<file path="config.mk">
export PLATFORM = sky130hd
export DESIGN_NAME = uti_front
export DESIGN_NICKNAME = d
export VERILOG_FILES = /design/src/rtl/core/uti_pkg.sv /design/src/rtl/core/uti_front.sv
export SDC_FILE = /design/constraint.sdc
export NUM_CORES = 1
export LEC_CHECK = 0
export BUFFER_PORTS_ARGS = -buffer_cell sky130_fd_sc_hd__buf_2
export CAP_MARGIN = 20
export CORE_MARGIN = 4
export CORE_UTILIZATION = 45
export CTS_BUF_LIST = sky130_fd_sc_hd__clkbuf_16
export CTS_CLUSTER_SIZE = 20
export DETAILED_ROUTE_END_ITERATION = 8
export PLACE_DENSITY = 0.67
export SLEW_MARGIN = 20
export SYNTH_ARGS = -nofsm -noshare
export SYNTH_HDL_FRONTEND = slang
export SYNTH_SLANG_ARGS = --single-unit
export TNS_END_PERCENT = 10
</file>
<file path="constraint.sdc">
create_clock -name clk -period 6.47 [get_ports clk]
set_input_delay 1.294 -clock clk [delete_from_list [all_inputs] [get_ports clk]]
set_output_delay 1.294 -clock clk [all_outputs]
set_load 0.005 [all_outputs]
</file>
<file path="src/rtl/core/uti_pkg.sv">
// Shared types and constants for the uniform-table linear interpolator.
// Used by every module under rtl/core; depends on nothing else.
package uti_pkg;

	localparam int TABLE_DEPTH   = 256;
	localparam int FRACTION_BITS = 16;

	localparam int VAL_W      = 32;
	localparam int CNT_W      = 9;
	localparam int LOAD_IDX_W = 8;
	localparam int CFG_IDX_W  = 2;
	localparam int IDX_W      = $clog2(TABLE_DEPTH);
	localparam int NUM_W      = VAL_W + IDX_W;
	localparam int QUO_W      = IDX_W + FRACTION_BITS;

	localparam logic MODE_LOAD = 1'b0;

	typedef enum logic [CFG_IDX_W-1:0] {
		CFG_SAMPLE_COUNT = 2'd0,
		CFG_RANGE_START  = 2'd1,
		CFG_RANGE_END    = 2'd2
	} cfg_idx_t;

	typedef enum logic [1:0] {
		REGION_BELOW  = 2'd0,
		REGION_INSIDE = 2'd1,
		REGION_ABOVE  = 2'd2
	} region_t;

	typedef struct packed {
		logic [IDX_W-1:0]        n_m1;
		logic signed [VAL_W-1:0] lo;
		logic signed [VAL_W-1:0] hi;
		logic [VAL_W-1:0]        span;
	} cfg_t;

	typedef struct packed {
		logic                    valid;
		logic                    is_load;
		logic                    load_ok;
		logic [IDX_W-1:0]        load_idx;
		logic signed [VAL_W-1:0] load_value;
		region_t                 region;
	} tag_t;

endpackage

</file>
<file path="src/rtl/core/uti_front.sv">
// Front end: range classification, offset from the lower bound and the
// scaling multiply by the sample count minus one. Depends on uti_pkg.
module uti_front (
	input  logic                             clk,
	input  logic                             arst_n,
	input  logic                             in_valid,
	input  logic                             mode,
	input  logic [uti_pkg::LOAD_IDX_W-1:0]   sample_index,
	input  logic signed [uti_pkg::VAL_W-1:0] sample_value,
	input  logic signed [uti_pkg::VAL_W-1:0] x_value,
	input  uti_pkg::cfg_t                    cfg,
	output uti_pkg::tag_t                    tag_s2,
	output logic [uti_pkg::NUM_W-1:0]        num_s2
);

	uti_pkg::tag_t                tag_in;
	uti_pkg::tag_t                tag_s1;
	logic [uti_pkg::VAL_W:0]      diff_ext;
	logic [uti_pkg::VAL_W-1:0]    diff_s1;

	always_comb begin
		diff_ext = {x_value[uti_pkg::VAL_W-1], x_value} - {cfg.lo[uti_pkg::VAL_W-1], cfg.lo};
		tag_in.valid      = in_valid;
		tag_in.is_load    = (mode == uti_pkg::MODE_LOAD);
		tag_in.load_ok    = (32'(sample_index) < uti_pkg::TABLE_DEPTH);
		tag_in.load_idx   = uti_pkg::IDX_W'(sample_index);
		tag_in.load_value = sample_value;
		if (x_value <= cfg.lo) begin
			tag_in.region = uti_pkg::REGION_BELOW;
		end else if (x_value >= cfg.hi) begin
			tag_in.region = uti_pkg::REGION_ABOVE;
		end else begin
			tag_in.region = uti_pkg::REGION_INSIDE;
		end
	end

	always_ff @(posedge clk or negedge arst_n) begin
		if (!arst_n) begin
			tag_s1 <= '0;
			tag_s2 <= '0;
		end else begin
			tag_s1 <= tag_in;
			tag_s2 <= tag_s1;
		end
	end

	always_ff @(posedge clk) begin
		diff_s1 <= diff_ext[uti_pkg::VAL_W-1:0];
		num_s2  <= uti_pkg::NUM_W'(diff_s1) * uti_pkg::NUM_W'(cfg.n_m1);
	end

endmodule

</file>
Yosys cells after proc, flatten, opt, wreduce, memory -nomap -nowiden --
Index checks and enable logic that the tools add are counted.
Operators by class: $add $sub $neg 1, multipliers 1, divide/modulo/power cells 0, $lt $le $gt $ge 2, eq/ne operators 0, shift-type cells 0, mux-type cells 2, bitwise logic cells 1, reductions and logical operators 0
Operators with widths (number):
- 32-bit by 8-bit multiplier with 40-bit output | 1
- 32-bit >= comparator | 1
- 32-bit <= comparator | 1
- 32-bit subtractor | 1
- 2-bit 2-to-1 mux | 2
- 1-bit NOT | 1
Word-level totals: bits in registers 162, bits in latches 0, bits in writable memories 0, memory bits (read-only) 0, bits of input ports 180, output and inout port bits 85, logic and storage cells 21, memories kept 0

Depth between registers and ports, before layout --
depth after elaboration 3, depth in mapped cells 20, mapped depth without buffers 19

Worst setup path after synthesis --
Ideal clock, no wire load.
path kind input-to-reg, start in cfg[98] (netlist name), end reg num_s2[39] (netlist name), setup time 0.072 ns, data arrival time 5.769 ns, data required time 6.398 ns, path slack 0.629 ns, stages 19, path buffers 1, path through clkbuf_1 -> nand2_1 -> fa_1 -> fa_1 -> inv_1 -> fa_1 -> inv_1 -> fa_1 -> inv_1 -> ha_1 -> o21a_1 -> o31a_1 -> o21a_1 -> a31o_1 -> a21o_1 -> a21oi_4 -> nor3_1 -> a2111oi_2 -> xnor2_1
Between the ends: cells in the longest elaborated chain, start to end 1
Ends and longest elaborated chain:
- start: declaration | line uti_front.sv:11 | input uti_pkg::cfg_t cfg,
- 32-bit by 8-bit multiplier with 40-bit output | line uti_front.sv:49 | num_s2 <= uti_pkg::NUM_W'(diff_s1) * uti_pkg::NUM_W'(cfg.n_m1);
- end signal: assignment | line uti_front.sv:49
- end: declaration | line uti_front.sv:13 | output logic [uti_pkg::NUM_W-1:0] num_s2
No other way between the ends.

Worst setup path after layout --
start in cfg[102] (netlist name), end reg num_s2[38] (netlist name)
Same word-level chain as after synthesis.

==> metrics.txt <==
Most Used Layer, Global Route met2; CP Data Arrival Time slightly above 6 ns; # setup viols final 0; antenna violations before repair 2; met3 Usage GRT 0.03629; skew final 0.006732 ns; Worst Tran Pin Value around 0.76 ns; post-synth top area share 0.2526; cell repeated most along the worst path fa_1; drt drc 0; final wirelength between 30000 and 40000 um; Root Buffer clkbuf_16; Post-Synth Adder-Cell Area 0.3608; cts hold-fix bufs 0; Synth area leader fa_1; Ports 265; gpl congestion 0.8843; Main synth FF type dfrtp_1; # port buffers ~230; f_max 171.6 MHz; GRT Residual Overflow 0; Mapped Nets between 1500 and 2000; die height roughly 190 um; Max Slew Vio Count 0; GR Util met1 0.2728; Syn Inst Count around 1500; Required @ worst endpoint 6.79 ns; Max Cap Viol 0; clk sinks 162; cell family with most CP delay adder cells; share of layout cells above drive strength 1 0.1697; met2 usage 0.3088; crit-path cells buf_2, and2_1, fa_1, fa_1, fa_1, inv_1, fa_1, inv_1, ha_1, nand2_1, o21ai_0, a32oi_1, buf_4, a21oi_1, o21ai_0, buf_4, a21oi_1, mux2i_1, a2111oi_0; hold depth 0; slew margin rel. 0.4940; post-synthesis mux area share 0.001396; CORE AREA around 31000 sq um; Via Count around 11000; Detail Route Antenna Nets 0; Critical path buffers and inverters 5; Slowest-stage cell, CP fa_1; die area 34790 sq um; routed vias/inst about 5; crit path time final ~5.8 ns; r2r setup slk ~1.3 ns; yosys warns 0; syn avg cell area a little under 10 sq um; HP Start tag_s1[13]$_DFF_PN0_; Clock Pin Slew Worst Setup and Hold Paths 0.08 ns; R2R depth 18; GR Util All Layers 0.1924; TritonCTS Buffers 17; hold path endpoint tag_s2[13]$_DFF_PN0_; antenna cells 0; Post-CTS Setup Bufs 0; Synth Register Bits about 160; Async S/R FF share, synth 0.5556; Rows 65; period utilization 0.9006; cts repair resizes 0; First-pass DRT Iterations 5; worst setup path class primary input to flop; post-synthesis sequential area ratio 0.2575; Area growth, synth to finish 16.44%; Die X about 190 um; Post-synth EDFFs 0; status finished clean; xor-xnor portion of the synthesized cell area 0.03603; setup_tns 0 ns; HP Class flop to flop; post-layout net count between 2000 and 2500; CP Capture Type flop; largest net degree at the start of global routing between 90 and 100; Crit path largest cell delay approximately 0.54 ns; H-Tree Level Count 4; clk buf depth 2; synthesized area approximately 14000 sq um; count of final hold-check violations 0; Clk Latency, worst-skew pair roughly 0.43 ns; main combinational cell family by area after synthesis adder cells; initial core utilization 0.4557; RSZ-0062 raised after global routing false; Synth Area in Compound Gates 0.1066; CTS tree yes; Simple-Gate Fraction of Synth Area 0.1657; Distinct cells, synth 54; largest cells by area after synthesis fa_1 25%, dfrtp_1 16%, ha_1 11%; vias in the first global route approximately 11000; reg2reg start diff_s1[6]$_DFF_P_; reg2reg end num_s2[38]$_DFF_P_; 1st-iter DRT viols between 400 and 500; Worst Setup Start Kind primary input; CP max FO 15; first-pass GRT wire length between 50000 and 60000 um; Detail Placement HPWL about 26000 um; Routed wire per std cell roughly 15 um
-- logic make-up after synthesis --
logic type / Yosys count
simple gates: 437
fa+ha+maj: 305
buf+inv: 274
compound gates: 236
flops: 162
xor+xnor: 59
mux: 2
other cells: 1
-- per-layer routing --
| layer | vias up | part of all wire |
|---|---|---|
| met5 | - | 0.00064 |
| met4 | 4 | 0.013 |
| met3 | 37 | 0.061 |
| met2 | 324 | 0.45 |
| met1 | 5108 | 0.47 |
| li1 | 5184 | - |
-- per-stage QoR --
stage / cell area (sq um) / cells / hold WS, ns / setup WS (ns) / utilization
finish: 16700 / 2129 / 0.3486 / 0.6429 / 0.5306
detailed placement: 16070 / 2097 / 0.3347 / 0.2338 / 0.5106
floorplan: 14340 / 1476 / 0.3312 / 0.6293 / -
CTS: 16700 / 2129 / 0.3484 / 0.6833 / 0.5305
global placement: 16070 / 2097 / 0.3314 / 0.2884 / 0.5106
global route: 16700 / 2129 / 0.3499 / 0.3780 / 0.5306
-- worst max-delay path by stage --
stage / start / end / slack (ns) / depth (start not counted)
2_1_floorplan: cfg[98] / num_s2[39]$_DFF_P_ / 0.63 / 19
3_3_place_gp: cfg[100] / num_s2[39]$_DFF_P_ / 0.29 / 19
3_5_place_dp: cfg[102] / num_s2[38]$_DFF_P_ / 0.23 / 20
4_1_cts: cfg[102] / num_s2[38]$_DFF_P_ / 0.68 / 19
5_1_grt: cfg[102] / num_s2[38]$_DFF_P_ / 0.38 / 20
6_report: cfg[102] / num_s2[38]$_DFF_P_ / 0.64 / 19
-- cell type report --
type / instances / area, sq um
clock buffers: 17 / 425.4
clock inverters: 15 / 198.9
fillers: 2904 / 14770
inverters: 238 / 893.4
multi-input cells: 1040 / 9620
flip-flops and latches: 162 / 3694
well taps: 402 / 503.0
repair buffers: 255 / 1365
-- state kept, by name (all words and copies together), names as in the netlist --
register	count
tag_s1	45
tag_s2	45
diff_s1	32
num_s2	40
-- cells in the final DEF (no fill, tap or decap), drive strengths merged, types with 5 or more instances in the layout --
| cell type | n |
|---|---|
| buf | 255 |
| inv | 245 |
| and2 | 215 |
| fa | 181 |
| ha | 124 |
| nand2 | 100 |
| dfrtp | 90 |
| dfxtp | 72 |
| a21oi | 72 |
| a21o | 51 |
| o21ai | 45 |
| nor2 | 40 |
| xnor2 | 37 |
| xor2 | 22 |
| nand4 | 18 |
| clkbuf | 17 |
| nand3 | 12 |
| nor2b | 12 |
| o21a | 10 |
| and3 | 8 |
| nand2b | 8 |
| a211oi | 8 |
| clkinv | 8 |
| nor3 | 7 |
| o211ai | 7 |
| a21boi | 6 |
| and4 | 5 |
| o21bai | 5 |
| a31oi | 5 |
| nor4 | 5 |
-- synthesized netlist by cell type (3+ instances only) --
master,instances
o211ai_1,7
clkbuf_1,36
xnor2_1,37
a21oi_1,71
o21bai_1,5
inv_1,238
dfxtp_1,72
o21a_1,10
fa_1,181
nor3_1,7
nand2_1,100
a211o_1,3
dfrtp_1,90
nor2b_1,12
a221oi_1,3
a211oi_1,7
a31oi_1,5
a21boi_0,6
ha_1,124
and4_1,5
nand3_1,12
a21o_1,51
nor4_1,5
nand4_1,18
nand2b_1,8
xor2_1,22
and2_1,215
and3_1,8
o21ai_0,45
nor2_1,40
Power is left out: the tool's default activity adds up to more than one toggle a clock period on the data nets, which glitch-free logic cannot reach.
