**config.mk**
```make
export PLATFORM = sky130hd
export DESIGN_NAME = uti_blend
export DESIGN_NICKNAME = d
export VERILOG_FILES = /design/src/rtl/core/uti_pkg.sv /design/src/rtl/core/uti_blend.sv
export SDC_FILE = /design/constraint.sdc
export NUM_CORES = 1
export LEC_CHECK = 0
export BUFFER_PORTS_ARGS = -buffer_cell sky130_fd_sc_hd__buf_2
export CAP_MARGIN = 25
export CORE_MARGIN = 2
export CORE_UTILIZATION = 41
export CTS_BUF_LIST = sky130_fd_sc_hd__clkbuf_4 sky130_fd_sc_hd__clkbuf_8
export CTS_CLUSTER_SIZE = 20
export DETAILED_ROUTE_END_ITERATION = 8
export MAX_ROUTING_LAYER = met4
export SLEW_MARGIN = 20
export SYNTH_ARGS = -nofsm -noshare
export SYNTH_HDL_FRONTEND = slang
export SYNTH_SLANG_ARGS = --single-unit
```
**constraint.sdc**
```tcl
create_clock -name clk -period 3.6 [get_ports clk]
set_input_delay 1.08 -clock clk [delete_from_list [all_inputs] [get_ports clk]]
set_output_delay 1.08 -clock clk [all_outputs]
set_load 0.02 [all_outputs]
```
**src/rtl/core/uti_pkg.sv**
```systemverilog
// Shared types and constants for the uniform-table linear interpolator.
// Used by every module under rtl/core; depends on nothing else.
package uti_pkg;

	localparam int TABLE_DEPTH   = 256;
	localparam int FRACTION_BITS = 16;

	localparam int VAL_W      = 32;
	localparam int CNT_W      = 9;
	localparam int LOAD_IDX_W = 8;
	localparam int CFG_IDX_W  = 2;
	localparam int IDX_W      = $clog2(TABLE_DEPTH);
	localparam int NUM_W      = VAL_W + IDX_W;
	localparam int QUO_W      = IDX_W + FRACTION_BITS;

	localparam logic MODE_LOAD = 1'b0;

	typedef enum logic [CFG_IDX_W-1:0] {
		CFG_SAMPLE_COUNT = 2'd0,
		CFG_RANGE_START  = 2'd1,
		CFG_RANGE_END    = 2'd2
	} cfg_idx_t;

	typedef enum logic [1:0] {
		REGION_BELOW  = 2'd0,
		REGION_INSIDE = 2'd1,
		REGION_ABOVE  = 2'd2
	} region_t;

	typedef struct packed {
		logic [IDX_W-1:0]        n_m1;
		logic signed [VAL_W-1:0] lo;
		logic signed [VAL_W-1:0] hi;
		logic [VAL_W-1:0]        span;
	} cfg_t;

	typedef struct packed {
		logic                    valid;
		logic                    is_load;
		logic                    load_ok;
		logic [IDX_W-1:0]        load_idx;
		logic signed [VAL_W-1:0] load_value;
		region_t                 region;
	} tag_t;

endpackage

```
**src/rtl/core/uti_blend.sv**
```systemverilog
// Blend of the two neighboring samples: slope times fraction, floor
// scaling, add and saturation to 32 bits. Depends on uti_pkg.
module uti_blend (
	input  logic                              clk,
	input  logic                              arst_n,
	input  uti_pkg::tag_t                     tag_in,
	input  logic signed [uti_pkg::VAL_W-1:0]  first_in,
	input  logic signed [uti_pkg::VAL_W-1:0]  second_in,
	input  logic [uti_pkg::FRACTION_BITS-1:0] frac_in,
	output logic                              done_s2,
	output logic signed [uti_pkg::VAL_W-1:0]  y_s2,
	output logic [1:0]                        region_s2
);

	localparam int PROD_W = uti_pkg::VAL_W + uti_pkg::FRACTION_BITS + 2;
	localparam int Q_W    = PROD_W - uti_pkg::FRACTION_BITS;
	localparam int SUM_W  = Q_W + 1;
	localparam logic signed [uti_pkg::VAL_W-1:0] VAL_MAX = {1'b0, {(uti_pkg::VAL_W-1){1'b1}}};
	localparam logic signed [uti_pkg::VAL_W-1:0] VAL_MIN = {1'b1, {(uti_pkg::VAL_W-1){1'b0}}};

	uti_pkg::tag_t                      tag_s1;
	logic signed [uti_pkg::VAL_W:0]     diff;
	logic signed [uti_pkg::FRACTION_BITS:0] frac_sx;
	logic signed [PROD_W-1:0]           prod_s1;
	logic signed [uti_pkg::VAL_W-1:0]   first_s1;
	logic signed [Q_W-1:0]              q;
	logic signed [SUM_W-1:0]            sum;
	logic signed [uti_pkg::VAL_W-1:0]   y_sat;

	always_comb begin
		diff    = {second_in[uti_pkg::VAL_W-1], second_in} - {first_in[uti_pkg::VAL_W-1], first_in};
		frac_sx = {1'b0, frac_in};
	end

	always_ff @(posedge clk) begin
		prod_s1  <= diff * frac_sx;
		first_s1 <= first_in;
	end

	// Dropping the fraction bits of a two's complement product rounds toward minus infinity.
	always_comb begin
		q   = prod_s1[PROD_W-1:uti_pkg::FRACTION_BITS];
		sum = SUM_W'(first_s1) + SUM_W'(q);
		if (sum > SUM_W'(VAL_MAX)) begin
			y_sat = VAL_MAX;
		end else if (sum < SUM_W'(VAL_MIN)) begin
			y_sat = VAL_MIN;
		end else begin
			y_sat = sum[uti_pkg::VAL_W-1:0];
		end
	end

	always_ff @(posedge clk or negedge arst_n) begin
		if (!arst_n) begin
			tag_s1  <= '0;
			done_s2 <= 1'b0;
		end else begin
			tag_s1  <= tag_in;
			done_s2 <= tag_s1.valid && !tag_s1.is_load;
		end
	end

	always_ff @(posedge clk) begin
		y_s2      <= y_sat;
		region_s2 <= tag_s1.region;
	end

endmodule

```
# Word level (Yosys, flattened, before mapping)
# Index checks and enable logic that the tools add are counted.
[totals] regBits=121 in_bits=127
[classes] n_addsub=2 multipliers=1 order_cmp=2 muxes=1 reduce_logical=2
[ops] op="$mul A33 B17 Y50" n=1
[ops] op="$add A32 B34 Y35" n=1
[ops] op="$gt A35 B32 Y1 const B" n=1
[ops] op="$lt A35 B32 Y1 const B" n=1
[ops] op="$sub A32 B32 Y33" n=1
[ops] op="$mux W32" n=1
[ops] op="$logic_and A1 B1 Y1" n=1
[ops] op="$logic_not A1 Y1" n=1

# Longest topological paths before layout
[depth] depth_word=3 ltp_mapped=36 mapped_depth_nobuf=36

# Least setup slack after synthesis
# Ideal clock, no wire load.
[synth_timing] kind="input -> register" from="in second_in[0] in the netlist's numbering" to="reg prod_s1[40]" setup_time_ns=0.122 arrival_time_ns=8.589 slack_ns=-5.111 cell_stages=33 path_buffers=1 cell_sequence="inv_1 -> ha_1 -> fa_1 -> nor2b_1 -> o21a_1 -> o21ai_1 -> a211oi_2 -> o211ai_1 -> a21oi_1 -> nor2_1 -> xnor2_1 -> clkbuf_1 -> nand2_1 -> fa_1 -> fa_1 -> fa_1 -> inv_1 -> fa_1 -> fa_1 -> inv_1 -> fa_1 -> inv_1 -> ha_1 -> and3_1 -> nand4_1 -> or2_1 -> a2111oi_2 -> nor2_1 -> a21boi_1 -> o21ai_1 -> a21boi_2 -> nor4_1 -> a311o_1"
[synth_between] elab_chain_cells=2
[synth_lines] element="start: declaration" line="uti_blend.sv:8" rtl="input logic signed [uti_pkg::VAL_W-1:0] second_in,"
[synth_lines] element="$sub A32 B32 Y33" line="uti_blend.sv:31" rtl="diff = {second_in[uti_pkg::VAL_W-1], second_in} - {first_in[uti_pkg::VAL_W-1], first_in};"
[synth_lines] element="$mul A33 B17 Y50" line="uti_blend.sv:36" rtl="prod_s1 <= diff * frac_sx;"
[synth_lines] element="end signal: assignment" line="uti_blend.sv:36"
[synth_lines] element="end: declaration" line="uti_blend.sv:24" rtl="logic signed [PROD_W-1:0] prod_s1;"
# No other way between the ends.
# A chain may end at the register's enable or synchronous reset.

# Final worst setup path
[layout_timing] from="in first_in[9] in the netlist's numbering" to="reg prod_s1[49]"
[layout_between] elab_chain_cells=2
[layout_lines] element="start: declaration" line="uti_blend.sv:7" rtl="input logic signed [uti_pkg::VAL_W-1:0] first_in,"
[layout_lines] element="$sub A32 B32 Y33" line="uti_blend.sv:31"
[layout_lines] element="$mul A33 B17 Y50" line="uti_blend.sv:36"
# No other way between the ends.

==> summary.md <==
| Metric | Value |
|---|---|
| Outcome | finished with violations |
| Violated checks | negative setup slack |
| Port bufs | 120 |
| Fin. Hold Viols | 0 |
| Endpoints failing setup | 34 |
| Synth Area in Compound Gates | about 8.5% |
| CTS buffer count | 9 |
| Core Area | 0.0577 mm2 |
| Net Count, Synth | around 3500 |
| Main synth FF type | dfxtp_1 |
| I/O Pins | 162 |
| Chip width | 246 um |
| Setup crit end kind | register |
| Gpl congestion | slightly above 0.9 |
| Fraction of registers with async set/reset | 4.76% |
| CP Launch Point | first_in[9] |
| CTS tree | done |
| Worst flop-to-flop path startpoint | prod_s1[24] |
| Synth Area in XOR/XNOR | about 3.4% |
| Drt first pass iters | 6 |
| Post-route ant nets | 0 |
| Worst reg-to-reg path cell count | 12 |
| Mux cell area share after synthesis | less than 1% |
| Avg WL per Cell | 17.2 um |
| # H-tree levels | 3 |
| Number of vias per cell | 4.92 |
| Initial DRC Count | 770 |
| CP Launch Type | primary input |
| Vias | 19500 |
| Initial core utilization | between 40% and 50% |
| Final worst slack | -4.99 ns |
| Kind of critical path | primary input to register |
| Synth Area in Adders | 51.6% |
| Max FO, Critical Path | 4 |
| Residual DRC | 0 |
| EDFF count, synth | 0 |
| Worst-Skew Late Latency | 0.38 ns |
| Sequential share of the synthesized area | about 8.9% |
| Req. time, crit path | roughly 3.9 ns |
| Vias in the first global route | 21600 |
| Hold path depth | 0 |
| Layout fillers | ~5200 |
| Main combinational cell family by area after synthesis | adder cells |
| Synth unique cells | 86 |
| Nets | 4010 |
| Clock Path Buffers | 2 |
| Mapped Area | about 0.024 mm2 |
| Synth top area cells | fa_1 42%, inv_1 10%, ha_1 9.6% |
| Worst-margin pin slew | 0.633 ns |
| Hpwl dp | 57900 um |
| Grt ovf | 0 |
| Clock root buffer | clkbuf_8 |
| Tcrit/Tclk final | 238% |
| Synth-to-Final Area Change | 29.4% |
| Largest net degree at the start of global routing | 32 |
| R2R Path End | y_s2[28] |
| CTS Sinks | 105 |
| Final WL | 68200 um |
| Mapped Avg Cell Area | 8.86 um2 |
| RSZ-0062 raised after global routing | yes |
| Final Critical Period | 8.59 ns |
| Proportion of layout cells with a drive suffix above 1 | 27.8% |
| Yosys top cell area share | 42.0% |
| Synthesis-stage register bit count | between 100 and 150 |
| TNS Setup | -156.10 ns |
| Max_cap viols | 0 |
| Slew Limit Fails | 0 |
| CP peak stage delay | around 0.56 ns |
| Reg2reg setup slack | 0.35 ns |
| Arrival time at the worst endpoint | 8.85 ns |
| WHS Endpoint | region_s2[1] |
| Slowest CP cell | fa_1 |
| Simple-Gate Fraction of Synth Area | between 15 and 20% |
| Yosys Warn Count | 0 |
| Fmax achieved | 0.116 GHz |
| Hold Crit Class | register to register |
| Top cell by count, worst path | fa_1 |
| Initial antenna violation count | 0 |
| Global Route Usage Sum | 23.8% |
| Setup Skew | approximately 0.016 ns |
| Synth Instances | 2706 |
| Slew HR | roughly 57% |
| Min-delay src | tag_s1[1] |
| Die Y | 246 um |
| Clock-pin slew on the worst setup and hold paths | ~0.12 ns |
| Die area | approximately 0.06 mm2 |
| First-pass GRT wire length | 111000 um |
| # rows | between 80 and 90 |
| Area leader, netlist | fa_1 |
-- cell type report --
| cell class | count | area, um2 | area share [%] |
|---|---|---|---|
| inverters | 651 | 2460 | 7.93 |
| diodes | 1 | 2.50 | 0.00807 |
| repair buffers | 578 | 4820 | 15.5 |
| multi-input cells | 1852 | 20400 | 65.9 |
| clock buffers | 9 | 124 | 0.399 |
| well taps | 765 | 957 | 3.09 |
| clock inverters | 7 | 88.8 | 0.286 |
| flip-flops and latches | 105 | 2130 | 6.86 |
-- placed cells by master, fill, tap and decap left out, types with 14 or more instances in the layout --
cell	count
buf_2	116
a21oi_2	27
dfxtp_1	100
nand2_2	18
fa_1	475
xnor2_1	47
nand3_1	14
inv_1	618
nor2_1	37
nor3_1	14
ha_1	149
buf_12	43
buf_4	365
nand2_1	415
and2_4	16
nor2b_1	29
buf_6	50
o21ai_0	19
xnor2_2	14
fa_2	28
ha_4	33
inv_2	29
xor2_1	17
and2_1	154
a21oi_1	57
a21o_1	49
-- repair_timing --
action	4_1_cts	5_1_grt
resized for setup	198	92
cloned	1	0
hold buffers	0	0
endpoints found under the setup margin	34	34
hold endpoints to repair	0	0
pin swaps	172	82
setup buffers	64	25
-- critical path, delay by kind of cell --
family	cells	cell delay, ns
simple gates	3	0.48
compound gates	12	2.13
buf+inv	11	1.35
fa+ha+maj	8	3.59
xor+xnor	2	0.20
-- layer usage --
metal	GRT usage (%)	vias up	routed length (um)
met2	42.7	469	35500
li1	-	9055	-
met1	29.2	9895	28500
met5	-	-	0
met4	5.42	0	1740
met3	1.65	93	2490
-- per-stage QoR --
step / std cells / worst slack [ns] / hold slack (ns) / utilization (%) / instance area (um2)
CTS: 3951 / -5.02 / 0.337 / 53.1 / 30600
global placement: 3890 / -5.72 / 0.327 / 50.3 / 29000
detailed placement: 3890 / -5.80 / 0.329 / 50.3 / 29000
floorplan: 2706 / -4.75 / 0.324 / - / 24500
global route: 3967 / -5.24 / 0.350 / 53.8 / 31000
finish: 3968 / -4.99 / 0.335 / 53.8 / 31000
-- registers in the layout, indices dropped and copies added (netlist names) --
register / count
y_s2: 32
first_s1: 32
done_s2: 1
region_s2: 2
prod_s1: 34
tag_s1: 4
-- kinds of logic (layout without fill, tap and decap cells) --
logic type | count (synthesis) | count (layout)
simple gates | 783 | 783
buf+inv | 749 | 1245
fa+ha+maj | 686 | 686
compound gates | 288 | 288
flops | 105 | 105
xor+xnor | 92 | 92
mux | 3 | 3
other cells | 0 | 1
-- worst max path at each step --
| stage | slack, ns | cells after the start | endpoint |
|---|---|---|---|
| after CTS | -5.02 | 34 | prod_s1[40] |
| after detailed placement | -5.80 | 34 | prod_s1[49] |
| final | -4.99 | 36 | prod_s1[49] |
| after global routing | -5.24 | 34 | prod_s1[49] |
| after global placement | -5.72 | 34 | prod_s1[49] |
| after floorplan | -4.75 | 34 | prod_s1[40] |
-- cells in the mapped netlist (6+ instances only) --
cell,count
fa_1,503
buf_2,12
inv_1,651
o21bai_1,11
clkbuf_1,76
nand4_1,9
o21a_1,12
a21oi_1,86
xnor2_1,64
nor3_1,17
o21ai_1,6
a31oi_1,8
and3_1,9
a211oi_1,10
nand3_1,16
dfxtp_1,100
nor2_1,50
nand2b_1,12
and2_1,166
and2_2,6
xor2_1,26
nor2b_1,33
o211ai_1,10
nand2_1,437
a21o_1,49
ha_1,183
o21ai_0,35
Power is not shown: default switching activity piles up to over one toggle a cycle in this logic, so the estimate is an artifact.
